<file path="src/rtl/mtb_pkg.sv">
// ----------------------------------------------------------------------------
// mtb_pkg
// types and constants of the mean threshold binarizer
// ----------------------------------------------------------------------------
`default_nettype none

package mtb_pkg;

  // channel and sum widths
  localparam int CHAN_W  = 8;
  localparam int PIX_W   = 10;
  localparam int SUM_W   = 30;
  localparam int LEVEL_W = 10;

  localparam logic [SUM_W-1:0]   SUM_MAX   = 30'h3FFF_FFFF;
  localparam logic [LEVEL_W-1:0] LEVEL_MAX = 10'd765;
  localparam logic [CHAN_W-1:0]  FULL      = 8'd255;
  localparam logic [CHAN_W-1:0]  NONE      = 8'd0;

  // action codes
  localparam logic ACT_MEASURE = 1'b0;
  localparam logic ACT_APPLY   = 1'b1;

  // decoupling queue depth
  localparam int Q_DEPTH = 4;

  typedef struct packed {
    logic              action;
    logic [CHAN_W-1:0] red;
    logic [CHAN_W-1:0] green;
    logic [CHAN_W-1:0] blue;
  } in_item_t;

  typedef struct packed {
    logic [CHAN_W-1:0]  red_out;
    logic [CHAN_W-1:0]  green_out;
    logic [CHAN_W-1:0]  blue_out;
    logic [LEVEL_W-1:0] level_used;
  } out_item_t;

  // classified work item between front and back
  typedef struct packed {
    logic             apply;
    logic [PIX_W-1:0] pix_sum;
  } work_t;

endpackage

`default_nettype wire

</file>
<file path="src/rtl/mtb_front.sv">
// ----------------------------------------------------------------------------
// mtb_front
// accepts pixels, forms the channel sum and queues the classified work
// ----------------------------------------------------------------------------
`default_nettype none

module mtb_front
  import mtb_pkg::*;
(
  input  wire logic     clk,
  input  wire logic     rst_n,
  input  wire in_item_t in_item,
  input  wire logic     in_push,
  output logic          in_full,
  output logic          head_valid,
  output work_t         head_work,
  input  wire logic     head_take
);

  localparam int PTR_W = $clog2(Q_DEPTH);
  localparam int CNT_W = $clog2(Q_DEPTH + 1);

  work_t             queue_r [Q_DEPTH];
  logic [PTR_W-1:0]  wr_ptr_r, wr_ptr_nxt;
  logic [PTR_W-1:0]  rd_ptr_r, rd_ptr_nxt;
  logic [CNT_W-1:0]  count_r, count_nxt;
  logic              wr_en;
  logic              rd_en;
  work_t             work_in;

  // classify the incoming pixel
  always_comb begin
    work_in.apply   = (in_item.action == ACT_APPLY);
    work_in.pix_sum = PIX_W'(in_item.red) + PIX_W'(in_item.green) + PIX_W'(in_item.blue);
  end

  assign in_full    = (count_r == CNT_W'(Q_DEPTH));
  assign head_valid = (count_r != '0);
  assign head_work  = queue_r[rd_ptr_r];
  assign wr_en      = in_push && !in_full;
  assign rd_en      = head_take && head_valid;

  // pointer and fill bookkeeping
  always_comb begin
    wr_ptr_nxt = wr_en ? wr_ptr_r + 1'b1 : wr_ptr_r;
    rd_ptr_nxt = rd_en ? rd_ptr_r + 1'b1 : rd_ptr_r;
    count_nxt  = count_r;
    if (wr_en && !rd_en) begin
      count_nxt = count_r + 1'b1;
    end else if (!wr_en && rd_en) begin
      count_nxt = count_r - 1'b1;
    end
  end

  always_ff @(posedge clk) begin
    if (!rst_n) begin
      wr_ptr_r <= '0;
      rd_ptr_r <= '0;
      count_r  <= '0;
    end else begin
      wr_ptr_r <= wr_ptr_nxt;
      rd_ptr_r <= rd_ptr_nxt;
      count_r  <= count_nxt;
    end
  end

  // queue storage
  always_ff @(posedge clk) begin
    if (wr_en) begin
      queue_r[wr_ptr_r] <= work_in;
    end
  end

endmodule

`default_nettype wire

</file>
<file path="src/rtl/mtb_div.sv">
// ----------------------------------------------------------------------------
// mtb_div
// restoring divider, one quotient bit per cycle, for the mean level
// ----------------------------------------------------------------------------
`default_nettype none

module mtb_div
  import mtb_pkg::*;
#(
  parameter int CNT_W = 21
) (
  input  wire logic               clk,
  input  wire logic               rst_n,
  input  wire logic               start,
  input  wire logic [SUM_W-1:0]   dividend,
  input  wire logic [CNT_W-1:0]   divisor,
  output logic                    done,
  output logic [LEVEL_W-1:0]      quot
);

  // the mean never exceeds the largest channel sum, so ten quotient bits do
  localparam int DIV_W  = CNT_W + LEVEL_W - 1;
  localparam int CMP_W  = (SUM_W > DIV_W) ? SUM_W : DIV_W;
  localparam int STEP_W = $clog2(LEVEL_W);

  logic [CMP_W-1:0]   rem_r, rem_nxt;
  logic [CMP_W-1:0]   dsr_r, dsr_nxt;
  logic [LEVEL_W-1:0] quot_r, quot_nxt;
  logic [STEP_W-1:0]  step_r, step_nxt;
  logic               busy_r, busy_nxt;
  logic               done_r, done_nxt;
  logic               fits;

  assign fits = (dsr_r <= rem_r);

  // one compare and subtract per step
  always_comb begin
    rem_nxt  = rem_r;
    dsr_nxt  = dsr_r;
    quot_nxt = quot_r;
    step_nxt = step_r;
    busy_nxt = busy_r;
    done_nxt = 1'b0;
    if (start) begin
      rem_nxt  = CMP_W'(dividend);
      dsr_nxt  = CMP_W'(divisor) << (LEVEL_W - 1);
      quot_nxt = '0;
      step_nxt = STEP_W'(LEVEL_W - 1);
      busy_nxt = 1'b1;
    end else if (busy_r) begin
      rem_nxt  = fits ? rem_r - dsr_r : rem_r;
      dsr_nxt  = dsr_r >> 1;
      quot_nxt = {quot_r[LEVEL_W-2:0], fits};
      step_nxt = step_r - 1'b1;
      if (step_r == '0) begin
        busy_nxt = 1'b0;
        done_nxt = 1'b1;
      end
    end
  end

  always_ff @(posedge clk) begin
    if (!rst_n) begin
      busy_r <= 1'b0;
      done_r <= 1'b0;
      step_r <= '0;
    end else begin
      busy_r <= busy_nxt;
      done_r <= done_nxt;
      step_r <= step_nxt;
    end
  end

  always_ff @(posedge clk) begin
    rem_r  <= rem_nxt;
    dsr_r  <= dsr_nxt;
    quot_r <= quot_nxt;
  end

  assign done = done_r;
  assign quot = quot_r;

endmodule

`default_nettype wire

</file>
<file path="src/rtl/mtb_back.sv">
// ----------------------------------------------------------------------------
// mtb_back
// accumulates the measure pass, settles the level and binarizes pixels
// ----------------------------------------------------------------------------
`default_nettype none

module mtb_back
  import mtb_pkg::*;
#(
  parameter int unsigned MAX_PIXELS = 1048576
) (
  input  wire logic      clk,
  input  wire logic      rst_n,
  input  wire logic      head_valid,
  input  wire work_t     head_work,
  output logic           head_take,
  output out_item_t      out_item,
  output logic           out_empty,
  input  wire logic      out_pop
);

  localparam int CNT_W = $clog2(MAX_PIXELS + 1);

  typedef enum logic {
    ST_RUN,
    ST_DIV
  } state_t;

  state_t             state_r, state_nxt;
  logic [SUM_W-1:0]   sum_r, sum_nxt;
  logic [CNT_W-1:0]   cnt_r, cnt_nxt;
  logic [LEVEL_W-1:0] level_r, level_nxt;
  logic               applying_r, applying_nxt;
  logic               out_valid_r, out_valid_nxt;
  out_item_t          out_item_r, out_item_nxt;
  logic               slot_free;
  logic [SUM_W:0]     sum_wide;
  logic               div_start;
  logic               div_done;
  logic [LEVEL_W-1:0] div_quot;
  logic [CHAN_W-1:0]  bin;

  assign slot_free = !out_valid_r || out_pop;
  assign sum_wide  = (SUM_W + 1)'(sum_r) + (SUM_W + 1)'(head_work.pix_sum);
  assign bin       = (head_work.pix_sum >= level_r) ? FULL : NONE;

  mtb_div #(
    .CNT_W (CNT_W)
  ) u_div (
    .clk      (clk),
    .rst_n    (rst_n),
    .start    (div_start),
    .dividend (sum_r),
    .divisor  (cnt_r),
    .done     (div_done),
    .quot     (div_quot)
  );

  // work sequencing
  always_comb begin
    state_nxt     = state_r;
    sum_nxt       = sum_r;
    cnt_nxt       = cnt_r;
    level_nxt     = level_r;
    applying_nxt  = applying_r;
    out_valid_nxt = out_valid_r && !out_pop;
    out_item_nxt  = out_item_r;
    head_take     = 1'b0;
    div_start     = 1'b0;
    unique case (state_r)
      ST_RUN: begin
        if (head_valid) begin
          if (!head_work.apply) begin
            // measure: a new frame starts after an apply pass
            head_take = 1'b1;
            if (applying_r) begin
              applying_nxt = 1'b0;
              sum_nxt      = SUM_W'(head_work.pix_sum);
              cnt_nxt      = CNT_W'(1);
            end else if (cnt_r < CNT_W'(MAX_PIXELS)) begin
              cnt_nxt = cnt_r + 1'b1;
              sum_nxt = (sum_wide > (SUM_W + 1)'(SUM_MAX)) ? SUM_MAX : sum_wide[SUM_W-1:0];
            end
          end else if (!applying_r) begin
            // first apply of a pass settles the level
            if (cnt_r == '0) begin
              level_nxt    = '0;
              applying_nxt = 1'b1;
            end else begin
              div_start = 1'b1;
              state_nxt = ST_DIV;
            end
          end else if (slot_free) begin
            head_take                = 1'b1;
            out_valid_nxt            = 1'b1;
            out_item_nxt.red_out     = bin;
            out_item_nxt.green_out   = bin;
            out_item_nxt.blue_out    = bin;
            out_item_nxt.level_used  = level_r;
          end
        end
      end
      ST_DIV: begin
        if (div_done) begin
          level_nxt    = (div_quot > LEVEL_MAX) ? LEVEL_MAX : div_quot;
          applying_nxt = 1'b1;
          state_nxt    = ST_RUN;
        end
      end
      default: begin
        state_nxt = ST_RUN;
      end
    endcase
  end

  always_ff @(posedge clk) begin
    if (!rst_n) begin
      state_r     <= ST_RUN;
      sum_r       <= '0;
      cnt_r       <= '0;
      level_r     <= '0;
      applying_r  <= 1'b0;
      out_valid_r <= 1'b0;
    end else begin
      state_r     <= state_nxt;
      sum_r       <= sum_nxt;
      cnt_r       <= cnt_nxt;
      level_r     <= level_nxt;
      applying_r  <= applying_nxt;
      out_valid_r <= out_valid_nxt;
    end
    out_item_r <= out_item_nxt;
  end

  assign out_item  = out_item_r;
  assign out_empty = !out_valid_r;

endmodule

`default_nettype wire

</file>
<file path="src/rtl/mean_threshold_binarizer_core.sv">
// ----------------------------------------------------------------------------
// mean_threshold_binarizer_core
// An accepted pixel waits in the input queue, and an apply pixel's result is then
// registered at the result port. Throughput: 1 pixel per cycle when nothing stalls;
// the first apply pixel after a measure pass waits for the 10-step serial divider
// that forms the mean. A 4-entry queue keeps accepting pixels while the divider or
// the result port stalls. Synchronous active-low reset clears sum, count and level.
// ----------------------------------------------------------------------------
`default_nettype none

module mean_threshold_binarizer_core
  import mtb_pkg::*;
#(
  parameter int unsigned MAX_PIXELS = 1048576
) (
  input  wire logic      clk,
  input  wire logic      rst_n,
  input  wire in_item_t  in_item,
  input  wire logic      in_push,
  output logic           in_full,
  output out_item_t      out_item,
  output logic           out_empty,
  input  wire logic      out_pop
);

  logic  head_valid;
  logic  head_take;
  work_t head_work;

  // front: accept and classify
  mtb_front u_front (
    .clk        (clk),
    .rst_n      (rst_n),
    .in_item    (in_item),
    .in_push    (in_push),
    .in_full    (in_full),
    .head_valid (head_valid),
    .head_work  (head_work),
    .head_take  (head_take)
  );

  // back: accumulate, settle level, binarize
  mtb_back #(
    .MAX_PIXELS (MAX_PIXELS)
  ) u_back (
    .clk        (clk),
    .rst_n      (rst_n),
    .head_valid (head_valid),
    .head_work  (head_work),
    .head_take  (head_take),
    .out_item   (out_item),
    .out_empty  (out_empty),
    .out_pop    (out_pop)
  );

endmodule

`default_nettype wire

</file>
<file path="config.mk">
export PLATFORM = sky130hd
export DESIGN_NAME = mean_threshold_binarizer_core
export DESIGN_NICKNAME = d
export VERILOG_FILES = /design/src/rtl/mtb_pkg.sv /design/src/rtl/mtb_front.sv /design/src/rtl/mtb_div.sv /design/src/rtl/mtb_back.sv /design/src/rtl/mean_threshold_binarizer_core.sv
export SDC_FILE = /design/constraint.sdc
export NUM_CORES = 1
export LEC_CHECK = 0
export BUFFER_PORTS_ARGS = -buffer_cell sky130_fd_sc_hd__buf_2
export CAP_MARGIN = 20
export CORE_UTILIZATION = 60
export CTS_CLUSTER_DIAMETER = 200
export DETAILED_ROUTE_END_ITERATION = 10
export HOLD_SLACK_MARGIN = 0.03
export PLACE_DENSITY = 0.79
export SYNTH_ARGS = -nofsm -noshare
export SYNTH_HDL_FRONTEND = slang
export SYNTH_SLANG_ARGS = --single-unit
</file>
<file path="constraint.sdc">
create_clock -name clk -period 5.5 [get_ports clk]
set_input_delay 0.275 -clock clk [delete_from_list [all_inputs] [get_ports clk]]
set_output_delay 0.275 -clock clk [all_outputs]
set_load 0.05 [all_outputs]
</file>
; ---- Word-level counts from Yosys, hierarchy flattened
; Memory sizes are Yosys's and may differ from the RTL's. A register that Yosys moved wholly into a read port is not among the register bits.
; Index checks and enable logic that the tools add are counted.
[totals]
inputBits = 29
regBits = 165
ram_bits = 44
memories = 1
[classes]
n_addsub = 10
reduce_logical = 25
n_lt_le_gt_ge = 5
n_eq_ne = 6
mux = 53
n_bitwise = 4
[memory_table]
columns = memory, depth, width, rd, rd_ports_with_merged_regs, wr, line_no
row1 = u_front.queue_r, 4, 11, 1, 1, 1, mtb_front.sv:23  ; work_t queue_r [Q_DEPTH];
[op_table]
columns = operator, count
row1 = $mux W30, 8
row2 = $mux W10, 6
row3 = $mux W21, 2
row4 = $add A30 B10 Y31, 1
row5 = $gt A31 B30 Y1 const B, 1
row6 = $le A30 B30 Y1, 1
row7 = $sub A30 B30 Y30, 1
row8 = $mux W1, 27
row9 = $add A21 B1 Y21 const B, 1
row10 = $logic_not A21 Y1, 1
row11 = $lt A21 B21 Y1 const B, 1
row12 = $pmux W10 S2, 1
row13 = $add A10 B8 Y10, 1
row14 = $ge A10 B10 Y1, 1
row15 = $gt A10 B10 Y1 const B, 1
row16 = $reduce_and A5 Y1, 2
row17 = $add A8 B8 Y9, 1
row18 = $mux W4, 2
row19 = $mux W8, 1
row20 = $reduce_bool A2 Y1, 4
row21 = $mux W3, 2
row22 = $ne A2 B2 Y1 const B, 3
row23 = $logic_and A1 B1 Y1, 5
row24 = $logic_not A1 Y1, 5
row25 = other kinds (16), 24

; ---- Depth between registers and ports, before layout
[depth]
depth_word = 11
depth_mapped = 13

; ---- Cells and area by module
; A second synthesis with hierarchy kept.
[hier_totals]
cells_unflattened = 1234
area_unflattened_um2 = 11876.4
[modules_own_cells]
columns = mod, seq_area_each_um2, area_per_inst_um2, n_inst, cells_each
row1 = mtb_div, 2031.9, 4901.0, 1, 548
row2 = mtb_back, 1611.5, 4443.0, 1, 529
row3 = mtb_front, 1501.4, 2532.4, 1, 157

; ---- Least setup slack after synthesis
; No wires, ideal clock.
[synth_timing]
path_type = reg-to-reg
start = reg (tool-made name)
end = reg u_back.sum_r[25]
arrival_time_ns = 3.515
n_path_buf = 1
setup_slack_ns = 1.866
path_stages_with_launch = 14
cell_sequence = dfxtp_1 -> buf_1 -> mux4_2 -> ha_1 -> inv_1 -> fa_1 -> nor2b_1 -> o21a_1 -> o21ai_0 -> a21boi_0 -> or2_2 -> a21oi_1 -> a31oi_1 -> o221a_2
[synth_rtl]
columns = item, line_no
row1 = end signal: assignment, mtb_back.sv:126  ; sum_r <= sum_nxt;
row2 = end: declaration, mtb_back.sv:30  ; logic [SUM_W-1:0] sum_r, sum_nxt;

==> results.json <==
{
  "areaGrowthSynthToFinish_pct": 9.62,
  "cts.clk_slew.worst_paths_ps": 60,
  "grt_pass1_vias": 8307,
  "cp_data_arrival_time_ps": 4380,
  "worst_path_max_delay_cell": "dfxtp_1",
  "worstHoldPathCells": 2,
  "synth_area_um2": 11500,
  "powerDensity_nw_per_um2": 444,
  "slew_viol_final": 0,
  "antenna_cells": 0,
  "grt_pass1_wl_um": 41500,
  "status": "completed",
  "p_leak_nw": 4.92,
  "totalWireLength_um": 25700,
  "worstHoldStart": "in_item[0]",
  "critical_path.max_stage_delay_ps": 790,
  "hold_path_class": "input port to flip-flop",
  "synth_area_per_cell_um2": 9.85,
  "criticalPathCategory": "flip-flop to flip-flop",
  "cp_max_fo": 11,
  "overflow": 0,
  "clock_sinks": 204,
  "cp_top_family": "compound AO/OA/AOI/OAI gates",
  "drv_cap": 0,
  "tritoncts": "yes",
  "ir_drop_mv": 0.314,
  "gp_congestion": 0.948,
  "layout_common_cells": "106 x edfxtp_1, 100 x nand2_1, 98 x dfxtp_1",
  "synth_cells": 1169,
  "firstDrtPassIters": 5,
  "vias_per_cell": 6.11,
  "hpwl_um": 18100,
  "hold_viol_final": 0,
  "antenna_found_initial": 0,
  "critPathLaunchType": "flip-flop",
  "start_util": 0.613,
  "boundaryPins": 65,
  "tns_ps": 0,
  "finalSetupViolCount": 0,
  "cts.htree.levels": 1,
  "relSlewSlack": 0.317,
  "ant_nets": 0,
  "r2r_setup_slack_ps": 1510,
  "placed_cell_area_um2": 11900,
  "synth-seq-area-share": 0.447,
  "rows": 50,
  "clock_skew_ps": 16.9,
  "final_common_cell": "edfxtp_1",
  "final_util": 0.672,
  "synth_nets": 1277,
  "grt_use_total": 0.261,
  "crit_top_cell": "a21oi_1",
  "cts_root_buf": "clkbuf_16",
  "coreArea_um2": 18800,
  "port_buffers": 64,
  "synth.distinct_cells": 61,
  "drt_iter0_drc": 744,
  "r2r_end": "u_back.sum_r[25]",
  "postSynth.asyncResetShare": 0,
  "synth_edf_count": 106,
  "fin_area_um2": 12600,
  "cts_made_buffers": 22,
  "max_freq_mhz": 251,
  "grt_max_degree": 72,
  "wl_per_cell_um": 17.7,
  "yosysWarningCount": 0,
  "clk_path_buf_depth": 3,
  "die_x_um": 141,
  "nNetsFinal": 1310,
  "whs_endpoint": "u_front.queue_r[2][0]",
  "drc_errors": 0,
  "rsz0062_at_grt": "false",
  "drive_gt1_frac": 0.107,
  "die_h_um": 141,
  "worstMarginPinSlew_ps": 1020,
  "finalCritPeriodShare": 0.725,
  "worst-r2r-cell-count": 10,
  "worstPathRequired_ps": 5900,
  "end_kind": "flip-flop",
  "critPathBufInv": 0,
  "num_vias": 8876,
  "die-area_um2": 19700,
  "ys_ff_latch": 204,
  "ys.flop_type": "edfxtp_1",
  "min_period_ps": 3990,
  "clkLatencyLatePin_ps": 510,
  "path_cells": "mux4_2 > ha_1 > o21ai_0 > a21oi_1 > nor4b_1 > a21o_1 > nand2_1 > a21oi_1 > a31oi_1 > o221a_2"
}
## cell type report
type                    count  area, um^2
fillers                  1448        6150
multi-input cells         825        5770
flip-flops and latches    204        5140
clock buffers              32         641
repair buffers             75         409
well taps                 234         293
inverters                  74         278
clock inverters             8        87.6
## kinds of logic (layout without fill, tap and decap cells)
logic type / Yosys count / in the layout / share of synthesized area
and+or+nand+nor: 354 / 354 / 0.153
AOI/OAI and AO/OA: 296 / 296 / 0.169
DFF: 204 / 204 / 0.447
buffers and inverters: 140 / 189 / 0.0532
adders and majority gates: 79 / 79 / 0.0891
xor gates and xnor gates: 63 / 63 / 0.0479
muxes: 33 / 33 / 0.0408
## flip-flops by register name, indices dropped and copies added, names as in the netlist, 2 cells and up, named ones only
signal / count
u_back.level_r: 10
u_front.count_r: 3
u_front.wr_ptr_r: 2
u_back.u_div.dsr_r: 30
u_back.cnt_r: 21
u_back.sum_r: 30
u_back.out_item: 11
u_back.u_div.rem_r: 30
u_front.rd_ptr_r: 2
u_front.queue_r: 44
u_back.u_div.step_r: 4
u_back.u_div.quot: 10
## how the worst max path moves through the flow
stage                         start                to  slack [ps]  depth (start not counted)
final                     flip-flop  u_back.sum_r[25]        1510                         10
after global routing      flip-flop  u_back.sum_r[25]        1140                         10
after CTS                 flip-flop  u_back.sum_r[25]        1540                         12
after detailed placement  flip-flop  u_back.sum_r[25]        1550                         12
after global placement    flip-flop  u_back.sum_r[25]        1630                         12
after floorplan           flip-flop  u_back.sum_r[25]        1870                         13
## worst reg2reg max path, cell delays in order (launching register included)
cell     delay [ps]
dfxtp_1         790
mux4_2          630
ha_1            370
o21ai_0         120
a21oi_1         240
nor4b_1         330
a21o_1          330
nand2_1         180
a21oi_1         500
a31oi_1         160
o221a_2         240
## layer usage
metal | GRT usage | share of wire | vias up
li1 | - | - | 4317
met1 | 0.365 | 0.45 | 4219
met2 | 0.418 | 0.45 | 289
met3 | 0.0386 | 0.066 | 51
met4 | 0.0818 | 0.025 | 0
met5 | 0 | 0 | -
## report_power, final
part / internal (W) / switching (W) / total [W]
logic: 0.000785 / 0.00126 / 0.00205
clock network: 0.000901 / 0.000588 / 0.00149
registers: 0.00190 / 0.000164 / 0.00206
## stage by stage
| step | worst slack (ps) | hold WS, ps | total power, W | cells |
|---|---|---|---|---|
| floorplan | 1870 | 374 | 0.00364 | 1169 |
| global placement | 1630 | 451 | 0.00404 | 1410 |
| detailed placement | 1550 | 450 | 0.00409 | 1410 |
| CTS | 1540 | 191 | 0.00559 | 1451 |
| global route | 1140 | 201 | 0.00590 | 1452 |
| finish | 1510 | 196 | 0.00560 | 1452 |
## repair_timing
| item | 4_1_cts | 5_1_grt |
|---|---|---|
| gates resized for setup | 0 | 0 |
| hold buffers | 1 | 0 |
| setup buffers | 0 | 0 |
| endpoints found under the hold margin | 4 | 0 |
## synthesized netlist by cell type (10+ instances only)
| master | count | share of area |
|---|---|---|
| o31ai_1 | 22 | 0.014 |
| nand3_1 | 19 | 0.0083 |
| o21bai_1 | 15 | 0.0098 |
| nor2b_1 | 18 | 0.0098 |
| nor2_1 | 88 | 0.029 |
| nor3_1 | 17 | 0.0074 |
| and3_1 | 17 | 0.0092 |
| nand4_1 | 16 | 0.0087 |
| o211ai_1 | 15 | 0.0098 |
| nand2b_1 | 13 | 0.0071 |
| edfxtp_1 | 106 | 0.28 |
| mux2i_1 | 21 | 0.018 |
| a31oi_1 | 18 | 0.0098 |
| o21a_1 | 16 | 0.010 |
| a21boi_0 | 19 | 0.012 |
| nand2_1 | 100 | 0.033 |
| ha_1 | 74 | 0.080 |
| a21oi_1 | 78 | 0.034 |
| or3_1 | 13 | 0.0071 |
| buf_4 | 23 | 0.015 |
| nor4_1 | 10 | 0.0054 |
| a211oi_1 | 12 | 0.0078 |
| inv_1 | 74 | 0.024 |
| xor2_1 | 29 | 0.022 |
| o21ai_0 | 46 | 0.020 |
| mux4_2 | 11 | 0.022 |
| and2_1 | 16 | 0.0087 |
| clkbuf_1 | 37 | 0.012 |
| xnor2_1 | 34 | 0.026 |
| a21o_1 | 23 | 0.015 |
| dfxtp_1 | 98 | 0.17 |
Note: power is estimated with default switching activity, not from simulation.
